<file path="src/assert_macros.svh">
// Assertion macros shared by the JSON string unescape RTL.
// Needs nothing else; files that assert include it by name.
`ifndef ASSERT_MACROS_SVH
`define ASSERT_MACROS_SVH

`ifndef SYNTHESIS
// A property that must hold at every clock edge outside reset.
`define ASSERT_ALWAYS(lbl, clk, rst, prop, msg) \
  lbl: assert property (@(posedge clk) disable iff (rst) (prop)) else $error(msg);
// An implication checked at every clock edge outside reset.
`define ASSERT_IMPLY(lbl, clk, rst, ante, cons, msg) \
  lbl: assert property (@(posedge clk) disable iff (rst) (ante) |-> (cons)) else $error(msg);
// A condition that must hold in the cycle after the antecedent.
`define ASSERT_NEXT(lbl, clk, rst, ante, cons, msg) \
  lbl: assert property (@(posedge clk) disable iff (rst) (ante) |=> (cons)) else $error(msg);
`else
`define ASSERT_ALWAYS(lbl, clk, rst, prop, msg)
`define ASSERT_IMPLY(lbl, clk, rst, ante, cons, msg)
`define ASSERT_NEXT(lbl, clk, rst, ante, cons, msg)
`endif

`endif

</file>
<file path="src/jsu_pkg.sv">
// Package for the JSON string unescape block: types, codes and the
// hex digit and UTF-8 helper functions. Depends on nothing.
package jsu_pkg;

  localparam int CAP_W            = 13;
  localparam int LEN_W            = 12;
  localparam int ADDR_W           = 3;
  localparam int DATA_W           = 32;
  localparam int MAX_CAPACITY_DEF = 4096;
  localparam int QDEPTH           = 4;

  localparam logic [CAP_W-1:0]  CAP_RESET     = 13'd64;
  localparam logic [ADDR_W-1:0] ADDR_CAPACITY = 3'd0;

  localparam logic OP_CONTENT  = 1'b0;
  localparam logic OP_END      = 1'b1;
  localparam logic KIND_BYTE   = 1'b0;
  localparam logic KIND_STATUS = 1'b1;

  localparam logic [7:0] CH_BACKSLASH = 8'h5c;
  localparam logic [7:0] CH_U         = 8'h75;
  localparam logic [7:0] CH_N         = 8'h6e;
  localparam logic [7:0] CH_R         = 8'h72;
  localparam logic [7:0] CH_T         = 8'h74;
  localparam logic [7:0] CH_LF        = 8'h0a;
  localparam logic [7:0] CH_CR        = 8'h0d;
  localparam logic [7:0] CH_TAB       = 8'h09;

  localparam logic [15:0] CP_MAX1   = 16'h007f;
  localparam logic [15:0] CP_MAX2   = 16'h07ff;
  localparam logic [7:0]  UTF8_LEAD2 = 8'hc0;
  localparam logic [7:0]  UTF8_LEAD3 = 8'he0;
  localparam logic [7:0]  UTF8_CONT  = 8'h80;

  typedef enum logic [1:0] {
    MODE_NORMAL = 2'd0,
    MODE_ESCAPE = 2'd1,
    MODE_HEX    = 2'd2
  } mode_t;

  typedef enum logic [1:0] {
    ST_OK         = 2'd0,
    ST_OVERFLOW   = 2'd1,
    ST_BAD_ESCAPE = 2'd2
  } status_t;

  // One queued request result: either one to three decoded bytes or a status.
  typedef struct packed {
    logic             kind;
    logic [1:0]       nbytes;
    logic [2:0][7:0]  bytes;
    logic [1:0]       status;
    logic [LEN_W-1:0] length;
  } group_t;

  typedef struct packed {
    logic       ok;
    logic [3:0] value;
  } hex_t;

  typedef struct packed {
    logic [1:0]      n;
    logic [2:0][7:0] b;
  } utf8_t;

  function automatic hex_t hex_nibble(input logic [7:0] c);
    hex_t h;
    h = '0;
    if (c >= 8'h30 && c <= 8'h39) begin
      h.ok    = 1'b1;
      h.value = 4'(c - 8'h30);
    end else if (c >= 8'h61 && c <= 8'h66) begin
      h.ok    = 1'b1;
      h.value = 4'(c - 8'h57);
    end else if (c >= 8'h41 && c <= 8'h46) begin
      h.ok    = 1'b1;
      h.value = 4'(c - 8'h37);
    end
    return h;
  endfunction

  function automatic utf8_t utf8_encode(input logic [15:0] cp);
    utf8_t u;
    u = '0;
    if (cp <= CP_MAX1) begin
      u.n    = 2'd1;
      u.b[0] = cp[7:0];
    end else if (cp <= CP_MAX2) begin
      u.n    = 2'd2;
      u.b[0] = UTF8_LEAD2 | {3'b0, cp[10:6]};
      u.b[1] = UTF8_CONT | {2'b0, cp[5:0]};
    end else begin
      u.n    = 2'd3;
      u.b[0] = UTF8_LEAD3 | {4'b0, cp[15:12]};
      u.b[1] = UTF8_CONT | {2'b0, cp[11:6]};
      u.b[2] = UTF8_CONT | {2'b0, cp[5:0]};
    end
    return u;
  endfunction

endpackage

</file>
<file path="src/jsu_result_queue.sv">
// Result queue of the JSON string unescape block: holds whole result groups and
// hands them out one result per result_ready cycle. Depends on jsu_pkg and assert_macros.svh.
`include "assert_macros.svh"

module jsu_result_queue (
  input  logic            clk,
  input  logic            rst,
  input  logic            push,
  input  jsu_pkg::group_t push_grp,
  output logic            has_room,
  output logic            result_valid,
  input  logic            result_ready,
  output logic            kind,
  output logic [7:0]      out_byte,
  output logic [1:0]      status,
  output logic [11:0]     out_length,
  output logic            last
);
  import jsu_pkg::*;

  localparam int PTR_W = $clog2(QDEPTH);
  localparam int CNT_W = $clog2(QDEPTH + 1);

  group_t           mem [QDEPTH];
  logic [PTR_W-1:0] wr_ptr;
  logic [PTR_W-1:0] rd_ptr;
  logic [CNT_W-1:0] count;
  logic [1:0]       sub;
  group_t           head;
  logic             pop_res;
  logic             pop_grp;

  assign head         = mem[rd_ptr];
  assign result_valid = (count != '0);
  assign has_room     = (count != CNT_W'(QDEPTH));
  assign pop_res      = result_valid && result_ready;
  assign last         = (sub == head.nbytes - 2'd1);
  assign pop_grp      = pop_res && last;

  assign kind       = head.kind;
  assign out_byte   = head.bytes[sub];
  assign status     = head.status;
  assign out_length = head.length;

  always_ff @(posedge clk) begin
    if (push) begin
      mem[wr_ptr] <= push_grp;
    end
  end

  always_ff @(posedge clk) begin
    if (rst) begin
      wr_ptr <= '0;
      rd_ptr <= '0;
      count  <= '0;
      sub    <= '0;
    end else begin
      if (push) begin
        wr_ptr <= wr_ptr + 1'b1;
      end
      if (pop_grp) begin
        rd_ptr <= rd_ptr + 1'b1;
        sub    <= '0;
      end else if (pop_res) begin
        sub <= sub + 2'd1;
      end
      if (push && !pop_grp) begin
        count <= count + 1'b1;
      end else if (!push && pop_grp) begin
        count <= count - 1'b1;
      end
    end
  end

  `ASSERT_ALWAYS(a_count_bound, clk, rst, count <= CNT_W'(QDEPTH), "queue count beyond depth")
  `ASSERT_IMPLY(a_push_room, clk, rst, push, has_room, "push into a full queue")
  `ASSERT_IMPLY(a_sub_in_group, clk, rst, result_valid, sub < head.nbytes, "byte index past group")
  `ASSERT_IMPLY(a_sub_idle, clk, rst, count == '0, sub == 2'd0, "byte index set on empty queue")

endmodule

</file>
<file path="src/json_string_unescape.sv">
// Top level of the JSON string unescape block: APB register, escape decoder
// and capacity check. Depends on jsu_pkg, jsu_result_queue and assert_macros.svh.
//
//  channel  | handshake                  | payload
//  ---------+----------------------------+-------------------------------------------
//  item     | item_valid / item_ready    | op, data_byte
//  result   | result_valid / result_ready| kind, out_byte, status, out_length, last
//  config   | psel, penable, pwrite      | paddr, pwdata, prdata (pready tied high)
//
// An item is decoded in the cycle it is accepted; its results are registered in
// the result queue and leave at one per cycle while result_ready is high, so an
// item with a three-byte code point gives three results on the result port.
// The result queue holds four result groups; item_ready drops only when it is full.
// Reset is synchronous; it clears the decoder state and the queue and sets the capacity register to 64.
`include "assert_macros.svh"

module json_string_unescape #(
  parameter int MAX_CAPACITY = jsu_pkg::MAX_CAPACITY_DEF
) (
  input  logic                      clk,
  input  logic                      rst,
  input  logic                      item_valid,
  output logic                      item_ready,
  input  logic                      op,
  input  logic [7:0]                data_byte,
  output logic                      result_valid,
  input  logic                      result_ready,
  output logic                      kind,
  output logic [7:0]                out_byte,
  output logic [1:0]                status,
  output logic [11:0]               out_length,
  output logic                      last,
  input  logic                      psel,
  input  logic                      penable,
  input  logic                      pwrite,
  input  logic [jsu_pkg::ADDR_W-1:0] paddr,
  input  logic [jsu_pkg::DATA_W-1:0] pwdata,
  output logic [jsu_pkg::DATA_W-1:0] prdata,
  output logic                      pready
);
  import jsu_pkg::*;

  localparam int CNT_W = $clog2(MAX_CAPACITY);
  localparam int CMP_W = ((CNT_W + 1 > CAP_W) ? CNT_W + 1 : CAP_W) + 1;

  logic [CAP_W-1:0] capacity;
  mode_t            mode, mode_next;
  logic [1:0]       hex_seen, hex_seen_next;
  logic [15:0]      code_point, code_point_next;
  logic [CNT_W-1:0] written, written_next;
  status_t          err, err_next;

  logic             accept;
  logic             push;
  logic             has_room;
  group_t           grp;
  logic [CMP_W-1:0] eff_cap;
  logic [CMP_W-1:0] cap_ext;
  logic [CMP_W-1:0] wr_ext;
  logic [CMP_W-1:0] sum;
  logic             app_req;
  logic [1:0]       app_n;
  logic [2:0][7:0]  app_b;
  hex_t             hex;
  utf8_t            utf;
  logic [15:0]      cp_shift;
  status_t          end_status;

  // Configuration port.
  assign pready = 1'b1;
  assign prdata = (paddr == ADDR_CAPACITY) ? DATA_W'(capacity) : '0;

  always_ff @(posedge clk) begin
    if (rst) begin
      capacity <= CAP_RESET;
    end else if (psel && penable && pwrite && paddr == ADDR_CAPACITY) begin
      capacity <= pwdata[CAP_W-1:0];
    end
  end

  assign item_ready = has_room;
  assign accept     = item_valid && item_ready;

  assign cap_ext  = CMP_W'(capacity);
  assign eff_cap  = (cap_ext > CMP_W'(MAX_CAPACITY)) ? CMP_W'(MAX_CAPACITY) : cap_ext;
  assign wr_ext   = CMP_W'(written);
  assign sum      = wr_ext + CMP_W'(app_n);
  assign hex      = hex_nibble(data_byte);
  assign cp_shift = {code_point[11:0], hex.value};
  assign utf      = utf8_encode(cp_shift);

  always_comb begin
    if (err != ST_OK) begin
      end_status = err;
    end else if (mode == MODE_ESCAPE || mode == MODE_HEX) begin
      end_status = ST_BAD_ESCAPE;
    end else if (eff_cap == '0) begin
      end_status = ST_OVERFLOW;
    end else begin
      end_status = ST_OK;
    end
  end

  always_comb begin
    mode_next       = mode;
    hex_seen_next   = hex_seen;
    code_point_next = code_point;
    written_next    = written;
    err_next        = err;
    push            = 1'b0;
    grp             = '0;
    app_req         = 1'b0;
    app_n           = 2'd1;
    app_b           = '0;

    if (accept) begin
      if (op == OP_END) begin
        push            = 1'b1;
        grp.kind        = KIND_STATUS;
        grp.nbytes      = 2'd1;
        grp.status      = end_status;
        grp.length      = (end_status == ST_OK) ? wr_ext[LEN_W-1:0] : '0;
        mode_next       = MODE_NORMAL;
        hex_seen_next   = '0;
        code_point_next = '0;
        written_next    = '0;
        err_next        = ST_OK;
      end else if (err == ST_OK) begin
        unique case (mode)
          MODE_ESCAPE: begin
            if (data_byte == CH_U) begin
              mode_next       = MODE_HEX;
              hex_seen_next   = '0;
              code_point_next = '0;
            end else begin
              mode_next = MODE_NORMAL;
              app_req   = 1'b1;
              case (data_byte)
                CH_N:    app_b[0] = CH_LF;
                CH_R:    app_b[0] = CH_CR;
                CH_T:    app_b[0] = CH_TAB;
                default: app_b[0] = data_byte;
              endcase
            end
          end
          MODE_HEX: begin
            if (!hex.ok) begin
              err_next      = ST_BAD_ESCAPE;
              mode_next     = MODE_NORMAL;
              hex_seen_next = '0;
            end else begin
              code_point_next = cp_shift;
              if (hex_seen == 2'd3) begin
                mode_next     = MODE_NORMAL;
                hex_seen_next = '0;
                app_req       = 1'b1;
                app_n         = utf.n;
                app_b         = utf.b;
              end else begin
                hex_seen_next = hex_seen + 2'd1;
              end
            end
          end
          default: begin
            // The unused mode code decodes like the normal mode.
            mode_next = MODE_NORMAL;
            if (data_byte == CH_BACKSLASH) begin
              mode_next = MODE_ESCAPE;
            end else begin
              app_req  = 1'b1;
              app_b[0] = data_byte;
            end
          end
        endcase

        // A code point is written whole or not at all.
        if (app_req) begin
          if (sum >= eff_cap) begin
            err_next = ST_OVERFLOW;
          end else begin
            push         = 1'b1;
            grp.kind     = KIND_BYTE;
            grp.nbytes   = app_n;
            grp.bytes    = app_b;
            written_next = sum[CNT_W-1:0];
          end
        end
      end
    end
  end

  always_ff @(posedge clk) begin
    if (rst) begin
      mode       <= MODE_NORMAL;
      hex_seen   <= '0;
      code_point <= '0;
      written    <= '0;
      err        <= ST_OK;
    end else begin
      mode       <= mode_next;
      hex_seen   <= hex_seen_next;
      code_point <= code_point_next;
      written    <= written_next;
      err        <= err_next;
    end
  end

  jsu_result_queue u_queue (
    .clk          (clk),
    .rst          (rst),
    .push         (push),
    .push_grp     (grp),
    .has_room     (has_room),
    .result_valid (result_valid),
    .result_ready (result_ready),
    .kind         (kind),
    .out_byte     (out_byte),
    .status       (status),
    .out_length   (out_length),
    .last         (last)
  );

  `ASSERT_IMPLY(a_hex_only_in_hex, clk, rst, hex_seen != 2'd0,
                mode == MODE_HEX, "digit count outside hex escape")
  `ASSERT_IMPLY(a_err_mode_normal, clk, rst, err != ST_OK,
                mode == MODE_NORMAL, "error latched inside an escape")
  `ASSERT_NEXT(a_err_sticky, clk, rst, err != ST_OK && !(accept && op == OP_END),
               err == $past(err), "latched error changed")
  `ASSERT_NEXT(a_end_clears, clk, rst, accept && op == OP_END,
               written == '0 && err == ST_OK, "end request left state")

endmodule
</file>
<file path="config.mk">
export PLATFORM = sky130hd
export DESIGN_NAME = json_string_unescape
export DESIGN_NICKNAME = d
export VERILOG_FILES = /design/src/jsu_pkg.sv /design/src/jsu_result_queue.sv /design/src/json_string_unescape.sv
export VERILOG_INCLUDE_DIRS = /design/src /design/src/src
export SDC_FILE = /design/constraint.sdc
export NUM_CORES = 1
export LEC_CHECK = 0
export ABC_AREA = 1
export BUFFER_PORTS_ARGS = -buffer_cell sky130_fd_sc_hd__buf_2
export CORE_AREA = 2 2 154 156
export DETAILED_ROUTE_END_ITERATION = 12
export DIE_AREA = 0 0 156 158
export PLACE_DENSITY = 0.65
export SYNTH_ARGS = -nofsm -noshare
export SYNTH_HDL_FRONTEND = slang
export SYNTH_HIERARCHICAL = 1
export SYNTH_SLANG_ARGS = --single-unit
</file>
<file path="constraint.sdc">
create_clock -name clk -period 16.42 [get_ports clk]
set_input_delay 3.284 -clock clk [delete_from_list [all_inputs] [get_ports clk]]
set_output_delay 3.284 -clock clk [all_outputs]
set_load 0.05 [all_outputs]
</file>
==> impl_metrics.csv <==
group,metric,value,unit
floorplan,core,0.0231,mm^2
min_path,min_from,"code_point[1]",
cells_and_area,syn_to_final_growth,11.0,%
timing,fin_tns_setup,0,ns
cells_and_area,mostFrequentLayoutCell,"nand2_1",
clock_tree,clk-insertion-delay-late,0.50,ns
synthesis,synth_seq_area_share,0.562,
place,gp_congestion,0.875,
clock_tree,post_cts_buffers,0,
clock_tree,clk_pin_slew,0.06,ns
setup_path,cp-end-kind,"flip-flop",
timing,rsz0062_at_grt,"no",
detailed_routing,initialDrtViolationCount,519,
floorplan,io_pins,110,
clock_tree,cts_hold_buf,0,
clock_tree,cts_buffer_depth,3,
grt,grt_pass1_wl,37700,um
cells_and_area,final_cell_mix,"nand2_1, edfxtp_1, nor2_1",
power,ir_worst_vdd,64.7,uV
setup_path,crit_fanout,14,
setup_path,cp_common_cell,"nand2_1",
power,p_per_area,142,mW/mm^2
clock_tree,root_buffer,"clkbuf_16",
detailed_routing,vias,7894,
synthesis,yosysWarnings,6,
min_path,min_path_type,"flip-flop to flip-flop",
detailed_routing,wl,23600,um
detailed_routing,drt_pass1_iterations,5,
synthesis,ys_seq_elements,218,
cells_and_area,multi_input_area,0.00398,mm^2
synthesis,synth-edff-count,164,
timing,period_minus_slack,8.73,ns
setup_path,worst-path-buf-inv,9,
cells_and_area,seq_area,0.00601,mm^2
timing,fmax,115,MHz
clock_tree,cts_tree,"done",
synthesis,yosys.cell_types.count,48,
setup_path,startpoint_type,"input pin",
setup_path,worstPathArrival,9.12,ns
cells_and_area,nFillCells,2112,
setup_path,critPathTopFamily,"simple AND/OR/NAND/NOR gates",
grt,grt_start_max_net_pins,83,
setup_path,cpMaxStageDelayCell,"nand2_1",
timing,skew,0.0177,ns
synthesis,ys.flop_type,"edfxtp_1",
clock_tree,cts_resized,0,
timing,post-route-period-util,0.532,
timing,relSlewSlack,0.262,
floorplan,num_rows,56,
detailed_routing,ant_nets,0,
synthesis,synth_area,0.0107,mm^2
flow_run,drv_cap,0,
grt,antenna_found_initial,0,
setup_path,r2r_cells,33,
setup_path,reg2reg_to,"u_queue/count[2]",
synthesis,synthCells,1127,
setup_path,critical_path.max_stage_delay,0.41,ns
detailed_routing,wl_per_cell,15.8,um
place,port_buffers,70,
floorplan,die_h,158,um
cells_and_area,antenna_cells,0,
floorplan,dieArea,0.0246,mm^2
setup_path,r2r-start,"code_point[8]",
timing,setup_viol,0,
timing,drv_slew,0,
power,leakagePower,4.58,nW
setup_path,reg2reg_setup_slack,9.93,ns
min_path,whs_path_depth,2,
cells_and_area,nNetsFinal,1266,
detailed_routing,drcViolationCount,0,
outcome,status,"finished, final reports clean",
setup_path,cp.required,16.81,ns
synthesis,async_flop_share,0,
timing,hold_viol_final,0,
floorplan,die_x,156,um
floorplan,start_util,0.463,
cells_and_area,drive_gt1_frac,0.136,
clock_tree,h-tree-depth,1,
place,dp_hpwl,14900,um
timing,worst_pin_slew,1.10,ns
power,total_power,0.00168,W
clock_tree,cts.sinks,218,
grt,grt_pass1_vias,7266,
min_path,hold-path-endpoint,"code_point[1]",
detailed_routing,vias_per_cell,5.29,
clock_tree,cts_inserted_buffers,23,
setup_path,worstSetupPathType,"input pin to flip-flop",
synthesis,syn_area_per_cell,9.47,um^2
grt,grt_usage,0.193,
grt,overflow,0,
## Yosys cell counts (all sizes together), types with 2 or more instances
master | number | area (um^2)
a21oi | 69 | 349
a31oi | 2 | 12.5
buf | 40 | 279
clkbuf | 30 | 113
clkinv | 2 | 7.51
conb | 2 | 7.51
dfxtp | 54 | 1080
edfxtp | 164 | 4920
fa | 2 | 40.0
ha | 27 | 338
inv | 104 | 395
nand2 | 186 | 757
nand3 | 62 | 393
nand4 | 25 | 171
nor2 | 166 | 683
nor3 | 10 | 71.3
nor4 | 2 | 12.5
o211ai | 6 | 45.0
o21ai | 121 | 613
o221ai | 12 | 105
o22ai | 27 | 169
xor2 | 5 | 43.8
## layout make-up
class | count | area share
Clock buffer | 35 | 0.0532
Tap cell | 290 | 0.0306
Sequential cell | 218 | 0.507
Clock inverter | 6 | 0.00580
Multi-Input combinational cell | 759 | 0.335
Inverter | 106 | 0.0340
Timing Repair Buffer | 78 | 0.0346
## how the worst max path moves through the flow
stage,startpoint,to,cells past startpoint,slack [ns]
after floorplan,data_byte[0],u_queue/mem[0][0],33,8.31
after global placement,data_byte[0],u_queue/count[2],38,7.21
after detailed placement,data_byte[0],u_queue/count[2],38,7.15
after CTS,data_byte[0],u_queue/count[2],38,7.67
after global routing,data_byte[0],u_queue/count[2],38,7.10
final,data_byte[0],u_queue/count[2],38,7.69
## routing by layer
layer | routed length, um | part of all wire | global-route usage | vias up
met3 | 1530 | 0.065 | 0.0279 | 30
met4 | 397 | 0.017 | 0.0516 | 0
li1 | - | - | - | 3957
met1 | 10700 | 0.45 | 0.265 | 3673
met2 | 11000 | 0.47 | 0.324 | 234
met5 | 0 | 0 | 0 | -
## where the power goes
group	switching [W]	total, W	internal (W)
Clock	0.000204	0.000487	0.000282
Sequential	0.0000223	0.000681	0.000659
Combinational	0.000396	0.000513	0.000117
Total	0.000623	0.00168	0.00106
## worst min-delay path: stages, from the launching register on
cell,delay (ns)
dfxtp_1,0.33
nand2_1,0.07
a21oi_1,0.05
## logic make-up after synthesis
| kind of cell | count (synthesis) | synth area share |
|---|---|---|
| adders and majority gates | 29 | 0.0354 |
| other | 2 | 0.000703 |
| DFF | 218 | 0.562 |
| and+or+nand+nor | 455 | 0.198 |
| buffers and inverters | 176 | 0.0744 |
| xor gates and xnor gates | 6 | 0.00492 |
| AOI/OAI and AO/OA | 241 | 0.124 |
## metrics by stage
stage	area, um^2	worst slack [ns]	std cells	hold WS (ns)	util
floorplan	10800	8.31	1153	0.449	-
global placement	11200	7.21	1451	0.469	0.484
detailed placement	11200	7.15	1451	0.478	0.484
CTS	11900	7.67	1492	0.488	0.514
global route	11900	7.10	1492	0.500	0.514
finish	11900	7.69	1492	0.488	0.514
## state kept, by name (all words and copies together) (netlist names), named ones only
name	flops
u_queue/count	3
err	2
mode	2
u_queue/rd_ptr	2
capacity	13
code_point	12
u_queue/mem	164
written	12
u_queue/wr_ptr	2
hex_seen	2
u_queue/sub	2
Power figures use the tool's default switching activity.
